--- config.mk ---
export PLATFORM = sky130hd
export DESIGN_NAME = counting_semaphore_wait_list_flat
export DESIGN_NICKNAME = d
export VERILOG_FILES = /design/src/csw_pkg.sv /design/src/csw_ifs.sv /design/src/counting_semaphore_wait_list.sv /design/src/csw_slot_store.sv /design/src/flat_wrapper.sv
export SDC_FILE = /design/constraint.sdc
export NUM_CORES = 1
export LEC_CHECK = 0
export BUFFER_PORTS_ARGS = -buffer_cell sky130_fd_sc_hd__buf_2
export CAP_MARGIN = 25
export CORE_UTILIZATION = 55
export DETAILED_ROUTE_END_ITERATION = 16
export GPL_ROUTABILITY_DRIVEN = 0
export HOLD_SLACK_MARGIN = 0.06
export PLACE_DENSITY = 0.71
export SYNTH_ARGS = -nofsm -noshare
export SYNTH_HDL_FRONTEND = slang
export SYNTH_SLANG_ARGS = --single-unit
--- constraint.sdc ---
create_clock -name clk -period 5.77 [get_ports clk]
set_input_delay 1.154 -clock clk [delete_from_list [all_inputs] [get_ports clk]]
set_output_delay 1.154 -clock clk [all_outputs]
set_load 0.005 [all_outputs]
--- src/csw_pkg.sv ---
`timescale 1ns / 1ps
// ----------------------------------------------------------------------------
// csw_pkg: shared types and constants of the counting semaphore
// Field widths, operation and status codes, sequencer states and the
// command word that drives the wait-slot store.
// ----------------------------------------------------------------------------
package csw_pkg;

  localparam int OP_W           = 2;
  localparam int ID_W           = 16;
  localparam int COUNT_W        = 16;
  localparam int STATUS_W       = 3;
  localparam int DEF_WAIT_SLOTS = 16;

  localparam logic [COUNT_W-1:0] COUNT_MAX = {COUNT_W{1'b1}};

  typedef enum logic [OP_W-1:0] {
    OP_TRY  = 2'd0,
    OP_WAIT = 2'd1,
    OP_POST = 2'd2
  } op_t;

  typedef enum logic [STATUS_W-1:0] {
    STS_GRANTED = 3'd0,
    STS_REFUSED = 3'd1,
    STS_QUEUED  = 3'd2,
    STS_FULL    = 3'd3,
    STS_POSTED  = 3'd4,
    STS_WOKEN   = 3'd5
  } status_t;

  typedef enum logic [2:0] {
    FSM_IDLE,
    FSM_EXEC,
    FSM_PARK_SCAN,
    FSM_WAKE_SCAN,
    FSM_WAKE_EMIT
  } fsm_state_t;

  // Command word from the sequencer to the wait-slot store.
  typedef struct packed {
    logic clear_all;
    logic park;
    logic unpark;
    logic rd_en;
  } slot_cmd_t;

endpackage

--- src/csw_ifs.sv ---
`timescale 1ns / 1ps
// ----------------------------------------------------------------------------
// csw_ifs: request and result channels of the counting semaphore
// Valid/ready channels; a word moves on an edge with valid and ready high.
// ----------------------------------------------------------------------------
interface csw_req_if
  import csw_pkg::*;
  ();
  logic            valid;
  logic            ready;
  logic [OP_W-1:0] operation;
  logic [ID_W-1:0] requester_id;

  modport source (output valid, output operation, output requester_id, input ready);
  modport sink   (input valid, input operation, input requester_id, output ready);
endinterface

interface csw_res_if
  import csw_pkg::*;
  ();
  logic                valid;
  logic                ready;
  logic [STATUS_W-1:0] status;
  logic [ID_W-1:0]     woken_id;
  logic [COUNT_W-1:0]  count_after;
  logic                last;

  modport source (output valid, output status, output woken_id, output count_after,
                  output last, input ready);
  modport sink   (input valid, input status, input woken_id, input count_after,
                  input last, output ready);
endinterface

--- src/counting_semaphore_wait_list.sv ---
`timescale 1ns / 1ps
// ----------------------------------------------------------------------------
// counting_semaphore_wait_list: counting semaphore with a wait list
// Try, wait and post requests against a 16-bit unit count, with parked ids
// released as a burst of wake words when a post brings the count to one.
// ----------------------------------------------------------------------------
// Each request word is taken in the idle state and decided in the exec
// state, after which a try, a granted wait, a refused request or a post
// that wakes nobody returns to idle. A wait that has to park walks the slot
// valid bits one slot per cycle until it finds the first free slot. A waking
// post walks every slot up to the last occupied one, one per cycle over empty
// slots, reads each woken id through the registered memory read and waits in
// the emit state while the result side stalls. The request side is not ready
// while a request is in work; a stalled result side holds the sequencer only
// when it has a word to hand over. Writing cfg_wdata with cfg_we loads the
// count and empties the wait list; reset does the same with a count of zero.
// Write the register only when the block is idle.
// ----------------------------------------------------------------------------
module counting_semaphore_wait_list
  import csw_pkg::*;
#(
  parameter int WAIT_SLOTS = DEF_WAIT_SLOTS
) (
  input  logic               clk,
  input  logic               rst_n,
  csw_req_if.sink            in_req,
  csw_res_if.source          out_res,
  input  logic               cfg_we,
  input  logic [COUNT_W-1:0] cfg_wdata
);

  localparam int IDX_W = (WAIT_SLOTS > 1) ? $clog2(WAIT_SLOTS) : 1;
  localparam int OCC_W = $clog2(WAIT_SLOTS + 1);
  localparam logic [OCC_W-1:0] OCC_FULL = OCC_W'(WAIT_SLOTS);
  localparam logic [OCC_W-1:0] OCC_ONE  = OCC_W'(1);

  // Sequencer state and the latched request.
  fsm_state_t         state_r, state_nxt;
  logic [OP_W-1:0]    op_r, op_nxt;
  logic [ID_W-1:0]    id_r, id_nxt;

  // Semaphore count, number of occupied slots and the slot scan index.
  logic [COUNT_W-1:0] count_r, count_nxt;
  logic [OCC_W-1:0]   occ_r, occ_nxt;
  logic [IDX_W-1:0]   idx_r, idx_nxt;

  // Output register; it parts the sequencer from the result handshake.
  logic                out_valid_r, out_valid_nxt;
  logic [STATUS_W-1:0] out_status_r, out_status_nxt;
  logic [ID_W-1:0]     out_woken_r, out_woken_nxt;
  logic [COUNT_W-1:0]  out_count_r, out_count_nxt;
  logic                out_last_r, out_last_nxt;

  // Result word the sequencer hands to the output register this cycle.
  logic                emit;
  status_t             emit_status;
  logic [ID_W-1:0]     emit_woken;
  logic                emit_last;

  logic                out_free;
  logic [COUNT_W-1:0]  count_inc;
  slot_cmd_t           slot_cmd;
  logic [WAIT_SLOTS-1:0] slot_valid;
  logic [ID_W-1:0]     slot_rd_data;

  csw_slot_store #(
    .WAIT_SLOTS (WAIT_SLOTS),
    .IDX_W      (IDX_W)
  ) u_store (
    .clk     (clk),
    .rst_n   (rst_n),
    .cmd     (slot_cmd),
    .idx     (idx_r),
    .wdata   (id_r),
    .valid   (slot_valid),
    .rd_data (slot_rd_data)
  );

  // A new result word may be loaded when the register is empty or being taken.
  assign out_free  = !out_valid_r || out_res.ready;
  // Post saturates at the top of the count range.
  assign count_inc = (count_r == COUNT_MAX) ? count_r : count_r + 1'b1;

  assign in_req.ready = (state_r == FSM_IDLE);

  always_comb begin
    state_nxt   = state_r;
    op_nxt      = op_r;
    id_nxt      = id_r;
    count_nxt   = count_r;
    occ_nxt     = occ_r;
    idx_nxt     = idx_r;
    emit        = 1'b0;
    emit_status = STS_REFUSED;
    emit_woken  = '0;
    emit_last   = 1'b1;
    slot_cmd    = '0;

    case (state_r)
      FSM_IDLE: begin
        if (in_req.valid) begin
          op_nxt    = in_req.operation;
          id_nxt    = in_req.requester_id;
          state_nxt = FSM_EXEC;
        end
      end

      FSM_EXEC: begin
        case (op_r)
          OP_TRY: begin
            if (out_free) begin
              emit      = 1'b1;
              state_nxt = FSM_IDLE;
              if (count_r != '0) begin
                count_nxt   = count_r - 1'b1;
                emit_status = STS_GRANTED;
              end else begin
                emit_status = STS_REFUSED;
              end
            end
          end
          OP_WAIT: begin
            if (count_r != '0) begin
              if (out_free) begin
                emit        = 1'b1;
                emit_status = STS_GRANTED;
                count_nxt   = count_r - 1'b1;
                state_nxt   = FSM_IDLE;
              end
            end else if (occ_r == OCC_FULL) begin
              if (out_free) begin
                emit        = 1'b1;
                emit_status = STS_FULL;
                state_nxt   = FSM_IDLE;
              end
            end else begin
              idx_nxt   = '0;
              state_nxt = FSM_PARK_SCAN;
            end
          end
          OP_POST: begin
            if (count_inc == COUNT_W'(1) && occ_r != '0) begin
              // The count just became one: release every parked id.
              count_nxt = count_inc;
              idx_nxt   = '0;
              state_nxt = FSM_WAKE_SCAN;
            end else if (out_free) begin
              count_nxt   = count_inc;
              emit        = 1'b1;
              emit_status = STS_POSTED;
              state_nxt   = FSM_IDLE;
            end
          end
          default: begin
            // The unused operation code is refused and changes nothing.
            if (out_free) begin
              emit        = 1'b1;
              emit_status = STS_REFUSED;
              state_nxt   = FSM_IDLE;
            end
          end
        endcase
      end

      FSM_PARK_SCAN: begin
        // A free slot exists because the list was found not full.
        if (!slot_valid[idx_r]) begin
          if (out_free) begin
            emit        = 1'b1;
            emit_status = STS_QUEUED;
            state_nxt   = FSM_IDLE;
            // A zero id answers queued but leaves the slot empty.
            if (id_r != '0) begin
              slot_cmd.park = 1'b1;
              occ_nxt       = occ_r + 1'b1;
            end
          end
        end else begin
          idx_nxt = idx_r + 1'b1;
        end
      end

      FSM_WAKE_SCAN: begin
        if (slot_valid[idx_r]) begin
          slot_cmd.rd_en = 1'b1;
          state_nxt      = FSM_WAKE_EMIT;
        end else begin
          idx_nxt = idx_r + 1'b1;
        end
      end

      FSM_WAKE_EMIT: begin
        if (out_free) begin
          emit            = 1'b1;
          emit_status     = STS_WOKEN;
          emit_woken      = slot_rd_data;
          emit_last       = (occ_r == OCC_ONE);
          slot_cmd.unpark = 1'b1;
          occ_nxt         = occ_r - 1'b1;
          if (occ_r == OCC_ONE) begin
            state_nxt = FSM_IDLE;
          end else begin
            idx_nxt   = idx_r + 1'b1;
            state_nxt = FSM_WAKE_SCAN;
          end
        end
      end

      default: begin
        state_nxt = FSM_IDLE;
      end
    endcase

    // A configuration write reloads the count and empties the list.
    slot_cmd.clear_all = cfg_we;

    out_valid_nxt  = out_valid_r;
    out_status_nxt = out_status_r;
    out_woken_nxt  = out_woken_r;
    out_count_nxt  = out_count_r;
    out_last_nxt   = out_last_r;
    if (emit) begin
      out_valid_nxt  = 1'b1;
      out_status_nxt = emit_status;
      out_woken_nxt  = emit_woken;
      out_count_nxt  = count_nxt;
      out_last_nxt   = emit_last;
    end else if (out_res.ready) begin
      out_valid_nxt = 1'b0;
    end
  end

  always_ff @(posedge clk) begin
    if (!rst_n) begin
      state_r     <= FSM_IDLE;
      count_r     <= '0;
      occ_r       <= '0;
      out_valid_r <= 1'b0;
    end else begin
      state_r     <= state_nxt;
      out_valid_r <= out_valid_nxt;
      if (cfg_we) begin
        count_r <= cfg_wdata;
        occ_r   <= '0;
      end else begin
        count_r <= count_nxt;
        occ_r   <= occ_nxt;
      end
    end
  end

  always_ff @(posedge clk) begin
    op_r         <= op_nxt;
    id_r         <= id_nxt;
    idx_r        <= idx_nxt;
    out_status_r <= out_status_nxt;
    out_woken_r  <= out_woken_nxt;
    out_count_r  <= out_count_nxt;
    out_last_r   <= out_last_nxt;
  end

  assign out_res.valid       = out_valid_r;
  assign out_res.status      = out_status_r;
  assign out_res.woken_id    = out_woken_r;
  assign out_res.count_after = out_count_r;
  assign out_res.last        = out_last_r;

endmodule

--- src/csw_slot_store.sv ---
`timescale 1ns / 1ps
// ----------------------------------------------------------------------------
// csw_slot_store: wait-slot memory with per-slot valid bits
// Parked ids live in a small memory; a valid flag per slot marks it occupied,
// so clearing the list only clears the flags. Read data is registered.
// ----------------------------------------------------------------------------
module csw_slot_store
  import csw_pkg::*;
#(
  parameter int WAIT_SLOTS = DEF_WAIT_SLOTS,
  parameter int IDX_W      = (WAIT_SLOTS > 1) ? $clog2(WAIT_SLOTS) : 1
) (
  input  logic                  clk,
  input  logic                  rst_n,
  input  slot_cmd_t             cmd,
  input  logic [IDX_W-1:0]      idx,
  input  logic [ID_W-1:0]       wdata,
  output logic [WAIT_SLOTS-1:0] valid,
  output logic [ID_W-1:0]       rd_data
);

  logic [ID_W-1:0]       mem [WAIT_SLOTS];
  logic [WAIT_SLOTS-1:0] valid_r;
  logic [ID_W-1:0]       rd_data_r;

  always_ff @(posedge clk) begin
    if (!rst_n || cmd.clear_all) begin
      valid_r <= '0;
    end else if (cmd.park) begin
      valid_r[idx] <= 1'b1;
    end else if (cmd.unpark) begin
      valid_r[idx] <= 1'b0;
    end
  end

  always_ff @(posedge clk) begin
    if (cmd.park) begin
      mem[idx] <= wdata;
    end
    if (cmd.rd_en) begin
      rd_data_r <= mem[idx];
    end
  end

  assign valid   = valid_r;
  assign rd_data = rd_data_r;

endmodule

--- src/flat_wrapper.sv ---
// flat-port wrapper written by rule: the top's interface ports become plain ports
module counting_semaphore_wait_list_flat import csw_pkg::*;
#(
  parameter int WAIT_SLOTS = DEF_WAIT_SLOTS
)
  (clk, rst_n, cfg_we, cfg_wdata, in_req_valid, in_req_operation, in_req_requester_id, in_req_ready, out_res_valid, out_res_status, out_res_woken_id, out_res_count_after, out_res_last, out_res_ready);
  csw_req_if in_req_i ();
  csw_res_if out_res_i ();
  input  logic clk;
  input  logic rst_n;
  input  logic cfg_we;
  input  logic [COUNT_W-1:0] cfg_wdata;
  input wire logic [$bits(in_req_i.valid)-1:0] in_req_valid;
  input wire logic [$bits(in_req_i.operation)-1:0] in_req_operation;
  input wire logic [$bits(in_req_i.requester_id)-1:0] in_req_requester_id;
  output wire logic [$bits(in_req_i.ready)-1:0] in_req_ready;
  output wire logic [$bits(out_res_i.valid)-1:0] out_res_valid;
  output wire logic [$bits(out_res_i.status)-1:0] out_res_status;
  output wire logic [$bits(out_res_i.woken_id)-1:0] out_res_woken_id;
  output wire logic [$bits(out_res_i.count_after)-1:0] out_res_count_after;
  output wire logic [$bits(out_res_i.last)-1:0] out_res_last;
  input wire logic [$bits(out_res_i.ready)-1:0] out_res_ready;
  assign in_req_i.valid = in_req_valid;
  assign in_req_i.operation = in_req_operation;
  assign in_req_i.requester_id = in_req_requester_id;
  assign in_req_ready = in_req_i.ready;
  assign out_res_valid = out_res_i.valid;
  assign out_res_status = out_res_i.status;
  assign out_res_woken_id = out_res_i.woken_id;
  assign out_res_count_after = out_res_i.count_after;
  assign out_res_last = out_res_i.last;
  assign out_res_i.ready = out_res_ready;
  counting_semaphore_wait_list #(.WAIT_SLOTS(WAIT_SLOTS)) u_core (.clk(clk), .rst_n(rst_n), .in_req(in_req_i), .out_res(out_res_i), .cfg_we(cfg_we), .cfg_wdata(cfg_wdata));
endmodule
==> impl_metrics.csv, run 1 <==
group,metric,value,unit
run_status,run_status,"finished, final reports clean",
drt,via_count,9566,
setup_path,worst_path_largest_cell_delay,1.04,ns
logic_synthesis,seq_cells_post_synth,371,
sta,maxSlewHeadroom,30.1,%
drt,remaining_routing_drc_violations,0,
setup_path,cp_data_required_time,5.91,ns
drt,wirelength,36000,um
logic_synthesis,synth_ff_type,"edfxtp_1",
global_routing,antenna_found_initial,2,
finish,layout.cell_area.non_filler,17900,um^2
power_and_ir_drop,p_clk_share,40.2,%
sta,timing.fmax,252,MHz
power_and_ir_drop,net_switching_power,1470,uW
finish,area.growth.synth_to_final,13.1,%
clock_tree,clockBufferDepth,3,
finish,fin_util,63.9,%
placement,placement.io_buffers,76,
placement,dpl-instance-area,16600,um^2
setup_path,start_kind,"flop",
clock_tree,cts_setup_buffers,0,
setup_path,crit_path_top_delay_cell,"edfxtp_1",
logic_synthesis,synth.largest_area_cell,"edfxtp_1",
setup_path,path_class,"reg2reg",
sta,final.setup.tns,0,ns
setup_path,end_kind,"flop",
power_and_ir_drop,power_density_relative_to_cell_area,349,nW/um^2
clock_tree,clock_tree_from_tritoncts,"yes",
worst_hold_path,min_delay_path_depth,2,
global_routing,grt_pass1_vias,9006,
floorplanning,initial_standard_cell_utilization_of_the_core,56.5,%
logic_synthesis,yosysUniqueCellTypes,79,
clock_tree,cts.hold.buffers_added,0,
job,maxCapViolations,0,
logic_synthesis,synth-warning-count,0,
setup_path,critPathMostFrequentCell,"mux4_2",
clock_tree,path_clk_slew,0.05,ns
global_routing,overflow,0,
clock_tree,cts-buffers-inserted,39,
power_and_ir_drop,power.sequential.fraction,50.0,%
logic_synthesis,post-synth-top-area-fraction,62.7,%
logic_synthesis,synthesis.area_per_instance,15.8,um^2
sta,clock_skew,0.0258,ns
setup_path,timing.reg2reg.worst_path_depth,7,
logic_synthesis,synthesis.area,15800,um^2
logic_synthesis,mappedNetlistNets,1051,
drt,drt_first_pass_iters,6,
setup_path,crit-reg2reg-capture,"u_core.u_store.mem[9][12]$_DFFE_PP_",
placement,post_detail_place_hpwl,23000,um
drt,wl_per_instance,24.3,um
global_routing,grtUsageTotal,25.7,%
global_routing,grt_max_degree,52,
setup_path,critical_path_arrival,4.12,ns
clock_tree,ctsRootBufferMaster,"clkbuf_16",
clock_tree,cts_resized,0,
sta,min_period_over_period,68.8,%
sta,fin_crit,3.97,ns
setup_path,regToRegSetupSlack,1.80,ns
sta,tightestPinTransition,1.05,ns
setup_path,regToRegStartpoint,"u_core.idx_r[1]$_SDFFCE_PN0P_",
sta,grt_setup_unrepaired,"false",
sta,report.final.setup_viol,0,
floorplanning,die_w,172,um
clock_tree,h-tree-depth,2,
clock_tree,worst_skew_pair.late_latency,0.54,ns
power_and_ir_drop,power.combinational.fraction,9.8,%
sta,count_of_final_max_slew_check_failures,0,
drt,via_per_inst,6.47,
drt,drtIter0Drc,1315,
drt,drt.antenna.violating_nets,0,
logic_synthesis,postSynthCellCount,999,
power_and_ir_drop,power.share.switching,23.6,%
finish,post_route_cells_drive_above_1_share,23.8,%
power_and_ir_drop,static-leakage-power,0.00600,uW
floorplanning,core,28000,um^2
logic_synthesis,synthTopCellsByArea,"edfxtp_1 63%, mux4_2 12%, dfxtp_1 5.2%",
power_and_ir_drop,max-vdd-ir-drop,245,uV
logic_synthesis,synth_seq_area_share,67.8,%
finish,antenna_cells,0,
power_and_ir_drop,intPower,4770,uW
floorplanning,number_of_standard_cell_rows_in_the_floorplan,61,
global_routing,grt_pass1_wl,55200,um
floorplanning,floorplan.die.height,172,um
clock_tree,clock-sinks,371,
finish,nets,1121,
worst_hold_path,holdCritPathClass,"reg2reg",
logic_synthesis,fraction_of_registers_with_async_set_reset,0,%
floorplanning,dieArea,29400,um^2
setup_path,crit_path_cell_trace,"mux4_2 -> mux4_2 -> nand2b_4 -> nor4b_2 -> and2_1 -> nand2_1 -> inv_1",
setup_path,timing.critical_path.fanout_max,22,
floorplanning,ioPinCount,77,
logic_synthesis,edff_count_synth,330,
sta,hold_slack_final,0.477,ns
sta,timing.final.hold_violations,0,
-- sequential cells by signal, indices dropped and copies added, names as in the netlist, named ones only --
register,cells
u_core.out_res.count_after,16
u_core.count_r,16
u_core.u_store.mem,256
u_core.out_res.last,1
u_core.u_store.rd_data,16
u_core.out_res.status,3
u_core.idx_r,4
u_core.out_res.woken_id,16
u_core.op_r,2
u_core.state_r,3
u_core.out_res.valid,1
u_core.occ_r,5
u_core.id_r,16
-- power by group through the flow --
| stage | logic [uW] | clock network [uW] | registers [uW] |
|---|---|---|---|
| after floorplan | 417 | 0 | 3130 |
| after global placement | 585 | 0 | 3170 |
| after detailed placement | 601 | 0 | 3180 |
| after CTS | 606 | 2540 | 3120 |
| after global routing | 661 | 2660 | 3130 |
| final | 613 | 2510 | 3120 |
-- cell families (layout without fill, tap and decap cells) --
| group | Yosys count | in the layout | synth area share [%] |
|---|---|---|---|
| xor gates and xnor gates | 12 | 12 | 0.665 |
| and+or+nand+nor | 247 | 247 | 8.41 |
| DFF | 371 | 371 | 67.8 |
| buffers and inverters | 99 | 200 | 2.59 |
| muxes | 88 | 88 | 12.3 |
| adders and majority gates | 13 | 13 | 1.03 |
| AOI/OAI and AO/OA | 169 | 169 | 7.16 |
-- critical path: cells and delay by family, from the launching register on --
family | cells | cell delay (ns)
flops | 1 | 1.04
buf+inv | 1 | 0.61
simple gates | 4 | 0.98
mux | 2 | 0.94
-- layout make-up --
type	count	area (um^2)
Inverter	35	131
Timing Repair Buffer	93	561
Clock buffer	50	1050
Multi-Input combinational cell	529	4690
Clock inverter	22	250
Sequential cell	371	10700
Fill cell	1948	10100
Tap cell	378	473
-- metrics by stage --
step | total power (uW) | instances | setup WS, ns
after global routing | 6450 | 1478 | 1.64
after floorplan | 3550 | 999 | 1.31
after CTS | 6270 | 1477 | 1.75
final | 6250 | 1478 | 1.80
after detailed placement | 3780 | 1405 | 1.80
after global placement | 3760 | 1403 | 1.89
-- worst max path at each step --
| stage | cells past startpoint | endpoint | start |
|---|---|---|---|
| 3_5_place_dp | 7 | u_core.u_store.mem[0][5]$_DFFE_PP_ | u_core.idx_r[1]$_SDFFCE_PN0P_ |
| 2_1_floorplan | 8 | u_core.out_res.count_after[0]$_DFFE_PP_ | u_core.count_r[1]$_SDFF_PN0_ |
| 6_report | 7 | u_core.u_store.mem[9][12]$_DFFE_PP_ | u_core.idx_r[1]$_SDFFCE_PN0P_ |
| 4_1_cts | 7 | u_core.u_store.mem[9][12]$_DFFE_PP_ | u_core.idx_r[1]$_SDFFCE_PN0P_ |
| 5_1_grt | 7 | u_core.u_store.mem[0][10]$_DFFE_PP_ | u_core.idx_r[1]$_SDFFCE_PN0P_ |
| 3_3_place_gp | 8 | u_core.out_res.woken_id[2]$_SDFFCE_PN0P_ | u_core.count_r[0]$_SDFF_PN0_ |
-- cells in the mapped netlist (all sizes together) (5+ instances only) --
cell    instances
buf            22
nand4          11
nor2           48
inv            35
a211oi         12
nor3           22
ha             13
edfxtp        330
and3           22
a21oi          41
a31oi          15
nand3          33
nor4           15
nand2b          7
clkbuf         42
xnor2           9
dfxtp          41
and2            7
nand2          47
o21ai          47
nor2b           5
mux4           85
o31ai          10
and4            8
or4             7
-- layer usage --
layer,GRT usage (%),share of wire (%),up-vias
met3,4.90,10,77
li1,-,-,4140
met4,7.07,2.5,0
met5,0,0,-
met2,37.2,45,591
met1,39.9,43,4758
-- layout by cell type (no fill, tap or decap), types with 33 or more instances in the layout --
cell,instances
buf_2,76
dfxtp_1,41
nand3_1,33
o21ai_0,46
mux4_2,85
nor2_1,48
edfxtp_1,330
nand2_1,47
a21oi_1,40
inv_1,34
clkbuf_16,40
(Power assumes the default switching activity.)
==> run 2: changes to the inputs <==
PLACE_DENSITY = 0.73   (was 0.71)
clock period = 3.6 ns   (was 5.77 ns; I/O delays follow)
==> impl_metrics.csv, run 2 (synthesis gave the netlist of run 1 again) <==
group,metric,value,unit
run_status,run_status,"finished, final reports clean",
clock_tree,cts_resized,0,
drt,wl_per_instance,24.6,um
floorplanning,ioPinCount,77,
drt,via_per_inst,6.39,
drt,via_count,9697,
placement,placement.io_buffers,76,
clock_tree,cts.hold.buffers_added,0,
sta,timing.final.hold_violations,0,
sta,count_of_final_max_slew_check_failures,0,
finish,largest-register,"u_core.u_store.mem",
finish,area.growth.synth_to_final,15.7,%
setup_path,start_kind,"flop",
finish,post_route_cells_drive_above_1_share,26.1,%
setup_path,timing.reg2reg.worst_path_depth,8,
power_and_ir_drop,max-vdd-ir-drop,390,uV
setup_path,critical_path.endpoint,"u_core.out_res.count_after[6]$_DFFE_PP_",
clock_tree,ctsRootBufferMaster,"clkbuf_16",
global_routing,grt_pass1_vias,9462,
setup_path,regToRegStartpoint,"u_core.count_r[0]$_SDFF_PN0_",
sta,final.setup.tns,0,ns
power_and_ir_drop,power_density_relative_to_cell_area,542,nW/um^2
setup_path,regToRegSetupSlack,0.17,ns
floorplanning,floorplan.die.height,172,um
clock_tree,worst_skew_pair.late_latency,0.54,ns
drt,remaining_routing_drc_violations,0,
global_routing,grtUsageTotal,26.2,%
finish,antenna_cells,0,
setup_path,critical_path_arrival,3.69,ns
clock_tree,h-tree-depth,2,
placement,post_detail_place_hpwl,22200,um
clock_tree,clock-sinks,371,
power_and_ir_drop,static-leakage-power,0.00621,uW
sta,fin_crit,3.43,ns
clock_tree,cts_setup_buffers,0,
floorplanning,number_of_standard_cell_rows_in_the_floorplan,61,
global_routing,overflow,0,
setup_path,crit-reg2reg-capture,"u_core.out_res.count_after[6]$_DFFE_PP_",
finish,final_cell_count_without_fillers,1517,
finish,largest_reg_flops,256,
global_routing,grt_pass1_wl,56100,um
sta,clock_skew,0.0149,ns
drt,drt.antenna.violating_nets,0,
floorplanning,initial_standard_cell_utilization_of_the_core,56.5,%
sta,report.final.setup_viol,0,
drt,drtIter0Drc,1168,
setup_path,cp_data_required_time,3.87,ns
setup_path,path_class,"reg2reg",
clock_tree,clockBufferDepth,3,
setup_path,end_kind,"flop",
clock_tree,clock_tree_from_tritoncts,"yes",
setup_path,timing.critical_path.fanout_max,10,
worst_hold_path,holdCritPathClass,"in2reg",
global_routing,antenna_found_initial,0,
finish,num-fill-cells,1861,
job,maxCapViolations,0,
finish,nets,1161,
drt,wirelength,37300,um
floorplanning,core,28000,um^2
sta,tightestPinTransition,0.953,ns
drt,drt_first_pass_iters,5,
sta,maxSlewHeadroom,36.5,%
floorplanning,die_w,172,um
placement,pre_cts_ws,0.247,ns
setup_path,worst_setup_path_startpoint,"u_core.count_r[0]$_SDFF_PN0_",
global_routing,grt_max_degree,67,
sta,min_period_over_period,95.3,%
finish,layout_commonest_cell,"edfxtp_1",
finish,most-common-layout-cells,"330 x edfxtp_1, 85 x mux4_2, 76 x buf_2, 48 x nor2_1, 47 x nand2_1",
sta,fin_ws,0.171,ns
floorplanning,dieArea,29400,um^2
clock_tree,cts-buffers-inserted,39,
placement,placed_cells_incl_taps,1446,
clock_tree,path_clk_slew,0.06,ns
sta,grt_setup_unrepaired,"false",
sta,timing.fmax,292,MHz
-- run 2: cell count changes in the layout (fill, tap and decap cells not counted), moves of 2 or more --
cell | before | now
clkinv_2 | 9 | 4
buf_4 | 14 | 41
clkbuf_8 | 1 | 3
clkinv_1 | 5 | 8
buf_12 | 1 | 15
-- run 2: worst max-delay path, cell delays in order, from the launching register on --
cell and delay (ns):
dfxtp_1 0.50, ha_1 0.23, nand4_1 0.17, nor3_2 0.29
mux2_1 0.36, or4_1 0.67, o31a_1 0.51, o21ai_0 0.30
nand3_1 0.12
-- run 2: cell type report --
type                    instances  area [um^2]  area share, %
flip-flops and latches        371        10700           58.6
multi-input cells             529         4690           25.6
clock buffers                  52         1050           5.76
repair buffers                133         1020           5.55
well taps                     378          473           2.58
clock inverters                19          206           1.13
inverters                      35          131          0.718
-- run 2: worst min-delay path by stage --
stage                            from                        to  depth (start not counted)
6_report          in_req_operation[0]  u_core.op_r[0]$_DFFE_PP_                          1
5_1_grt        in_req_requester_id[3]  u_core.id_r[3]$_DFFE_PP_                          1
4_1_cts        in_req_requester_id[3]  u_core.id_r[3]$_DFFE_PP_                          1
3_5_place_dp                     flop                      flop                          2
3_3_place_gp                     flop                      flop                          2
2_1_floorplan                    flop                      flop                          2
-- run 2: routing by layer --
| metal | track usage (%) | vias up | share of wire [%] |
|---|---|---|---|
| li1 | - | 4227 | - |
| met1 | 35.3 | 4819 | 40 |
| met2 | 41.4 | 557 | 48 |
| met3 | 6.33 | 94 | 9.7 |
| met4 | 9.55 | 0 | 2.9 |
| met5 | 0.870 | - | 0 |
-- run 2: report_power, final --
group	internal (uW)	switching (uW)	leakage, uW
registers	4860	121	0.00333
logic	431	548	0.00227
clock network	2360	1610	0.000613
-- run 2: stage by stage --
stage,hold slack [ns],utilization (%),power [uW],instance area (um^2)
floorplan,0.451,-,5690,15800
CTS,0.335,65.3,9970,18300
detailed placement,0.473,60.8,6030,17000
global placement,0.467,60.7,6010,17000
global route,0.345,65.3,10200,18300
finish,0.357,65.3,9930,18300
==> run 3: changes to the inputs <==
ABC_AREA = 1   (was default)
==> impl_metrics.csv, run 3 <==
group,metric,value,unit
logic_synthesis,synth-warning-count,0,
floorplanning,ioPinCount,77,
floorplanning,die_w,173,um
setup_path,crit-reg2reg-capture,"u_core.u_store.mem[7][8]$_DFFE_PP_",
setup_path,timing.critical_path.fanout_max,33,
setup_path,critical_path_arrival,3.46,ns
run_status,run_status,"finished, final reports clean",
drt,drt_first_pass_iters,6,
placement,dpl-instance-area,17100,um^2
sta,report.final.setup_viol,0,
setup_path,cp_data_required_time,3.83,ns
clock_tree,ctsRootBufferMaster,"clkbuf_16",
sta,clock_skew,0.0260,ns
drt,drtIter0Drc,1444,
global_routing,grtUsageTotal,27.0,%
finish,largest-register,"u_core.u_store.mem",
worst_hold_path,min-delay-start,"in_req_requester_id[14]",
sta,count_of_final_max_slew_check_failures,0,
clock_tree,cts.hold.buffers_added,0,
power_and_ir_drop,static-leakage-power,0.00668,uW
setup_path,regToRegStartpoint,"u_core.idx_r[0]$_SDFFCE_PN0P_",
drt,remaining_routing_drc_violations,0,
logic_synthesis,seq_cells_post_synth,371,
floorplanning,floorplan.die.height,173,um
sta,final.setup.tns,0,ns
sta,fin_crit,3.23,ns
global_routing,overflow,0,
logic_synthesis,postSynthCellCount,1530,
floorplanning,initial_standard_cell_utilization_of_the_core,56.0,%
drt,via_per_inst,5.86,
logic_synthesis,edff_count_synth,330,
logic_synthesis,synthTopCellsByArea,"edfxtp_1 61%, o21ai_0 6.5%, nor2_1 5.5%",
sta,grt_setup_unrepaired,"false",
global_routing,grt_pass1_vias,11412,
clock_tree,h-tree-depth,2,
power_and_ir_drop,p_clk_share,40.6,%
global_routing,grt_pass1_wl,62800,um
setup_path,timing.reg2reg.worst_path_depth,9,
logic_synthesis,synth.largest_area_cell,"edfxtp_1",
clock_tree,path_clk_slew,0.06,ns
setup_path,crit_family,"simple AND/OR/NAND/NOR gates",
worst_hold_path,holdCritPathClass,"in2reg",
global_routing,grt_max_degree,70,
power_and_ir_drop,net_switching_power,2190,uW
finish,post_route_cells_drive_above_1_share,14.1,%
worst_hold_path,min_delay_path_depth,1,
clock_tree,clock-sinks,371,
finish,layout.cell_area.non_filler,18300,um^2
logic_synthesis,fraction_of_registers_with_async_set_reset,0,%
clock_tree,clockBufferDepth,3,
logic_synthesis,yosysUniqueCellTypes,38,
setup_path,regToRegSetupSlack,0.37,ns
finish,antenna_cells,0,
logic_synthesis,ys_top_cells_by_count,"330 x edfxtp_1, 236 x nor2_1, 213 x nand2_1, 211 x o21ai_0, 139 x inv_1",
setup_path,end_kind,"flop",
floorplanning,number_of_standard_cell_rows_in_the_floorplan,62,
setup_path,crit_path_top_delay_cell,"edfxtp_1",
power_and_ir_drop,power_density_relative_to_cell_area,510,nW/um^2
floorplanning,dieArea,30000,um^2
sta,maxSlewHeadroom,47.0,%
setup_path,crit_path_cell_trace,"clkinv_2 -> o21ai_0 -> o21ai_0 -> nand2_1 -> nand2_1 -> nor2_4 -> nand3_4 -> nor2_2 -> buf_4",
job,maxCapViolations,0,
drt,wl_per_instance,19.6,um
logic_synthesis,post-synth-top-area-fraction,61.4,%
placement,placed_cells_incl_taps,1971,
finish,largest_reg_flops,256,
sta,timing.final.hold_violations,0,
placement,placement.io_buffers,76,
power_and_ir_drop,max-vdd-ir-drop,428,uV
setup_path,worst_path_largest_cell_delay,0.57,ns
finish,area.growth.synth_to_final,13.5,%
sta,min_period_over_period,89.7,%
setup_path,path_class,"reg2reg",
sta,timing.fmax,310,MHz
clock_tree,clock_tree_from_tritoncts,"yes",
logic_synthesis,synthesis.area_per_instance,10.5,um^2
finish,final_cell_count_without_fillers,2037,
worst_hold_path,hold_path_end,"u_core.id_r[14]$_DFFE_PP_",
setup_path,start_kind,"flop",
logic_synthesis,mappedNetlistNets,1582,
drt,drt.antenna.violating_nets,0,
finish,nets,1679,
clock_tree,cts_setup_buffers,0,
floorplanning,core,28800,um^2
drt,via_count,11935,
logic_synthesis,synth_seq_area_share,66.5,%
sta,tightestPinTransition,0.789,ns
power_and_ir_drop,power.share.switching,23.5,%
logic_synthesis,synthesis.area,16100,um^2
drt,wirelength,40000,um
sta,hold_slack_final,0.351,ns
global_routing,antenna_found_initial,3,
clock_tree,worst_skew_pair.late_latency,0.54,ns
logic_synthesis,most_repeated_cell_in_the_gate_level_netlist_after_synthesis,"edfxtp_1",
finish,most-common-layout-cells,"330 x edfxtp_1, 228 x nor2_1, 213 x nand2_1, 211 x o21ai_0, 138 x inv_1",
finish,layout_commonest_cell,"edfxtp_1",
logic_synthesis,synth_ff_type,"edfxtp_1",
power_and_ir_drop,power.combinational.fraction,7.8,%
clock_tree,cts-buffers-inserted,38,
clock_tree,cts_resized,0,
power_and_ir_drop,intPower,7150,uW
placement,post_detail_place_hpwl,25800,um
power_and_ir_drop,power.sequential.fraction,51.6,%
setup_path,path_buf_inv,2,
-- run 3: changes by cell type after synthesis, sizes merged, moves of 13 or more --
cell	before	now
inv	35	142
and3	22	0
nor2	48	258
o21ai	47	218
nand2	47	221
o22ai	0	66
clkbuf	42	56
a21oi	41	54
mux4	85	0
-- run 3: per-stage QoR --
step,worst slack (ns),utilization (%),power (uW)
floorplan,0.785,-,5350
global placement,0.602,59.5,5610
detailed placement,0.413,59.5,5630
CTS,0.368,63.6,9370
global route,0.0551,63.6,9620
finish,0.369,63.6,9340
-- run 3: how the worst max path moves through the flow --
stage,start,end,slack (ns),depth (start not counted)
2_1_floorplan,u_core.idx_r[0]$_SDFFCE_PN0P_,u_core.u_store.mem[8][0]$_DFFE_PP_,0.78,9
3_3_place_gp,u_core.idx_r[0]$_SDFFCE_PN0P_,u_core.u_store.mem[7][8]$_DFFE_PP_,0.60,9
3_5_place_dp,u_core.idx_r[0]$_SDFFCE_PN0P_,u_core.u_store.mem[7][4]$_DFFE_PP_,0.41,9
4_1_cts,u_core.idx_r[0]$_SDFFCE_PN0P_,u_core.u_store.mem[7][4]$_DFFE_PP_,0.37,9
5_1_grt,u_core.idx_r[0]$_SDFFCE_PN0P_,u_core.u_store.mem[7][8]$_DFFE_PP_,0.06,9
6_report,u_core.idx_r[0]$_SDFFCE_PN0P_,u_core.u_store.mem[7][8]$_DFFE_PP_,0.37,9
-- run 3: kinds of logic after synthesis --
logic type | synth area share, %
AO/OA/AOI/OAI | 11.8
XOR/XNOR | 0.543
adder cells (fa/ha/maj) | 1.01
buffers and inverters | 5.19
flip-flops | 66.5
AND/OR/NAND/NOR | 14.9
-- run 3: cell type report --
cell class | count | area, um^2
Clock buffer | 51 | 1020
Clock inverter | 15 | 173
Fill cell | 2237 | 10500
Inverter | 145 | 546
Multi-Input combinational cell | 942 | 4590
Sequential cell | 371 | 10700
Tap cell | 384 | 480
Timing Repair Buffer | 129 | 778
-- run 3: per-layer routing --
metal / track usage, % / wire length [um] / vias up
li1: - / - / 5507
met1: 37.3 / 16500 / 5657
met2: 43.6 / 18700 / 657
met3: 3.68 / 3360 / 112
met4: 11.1 / 1440 / 2
met5: 0 / 13 / -
-- run 3: power by group through the flow --
stage          sequential (uW)  combinational [uW]  clock [uW]
2_1_floorplan             4920                 432           0
3_3_place_gp              4910                 703           0
3_5_place_dp              4910                 715           0
4_1_cts                   4820                 721        3830
5_1_grt                   4830                 800        4000
6_report                  4820                 728        3790
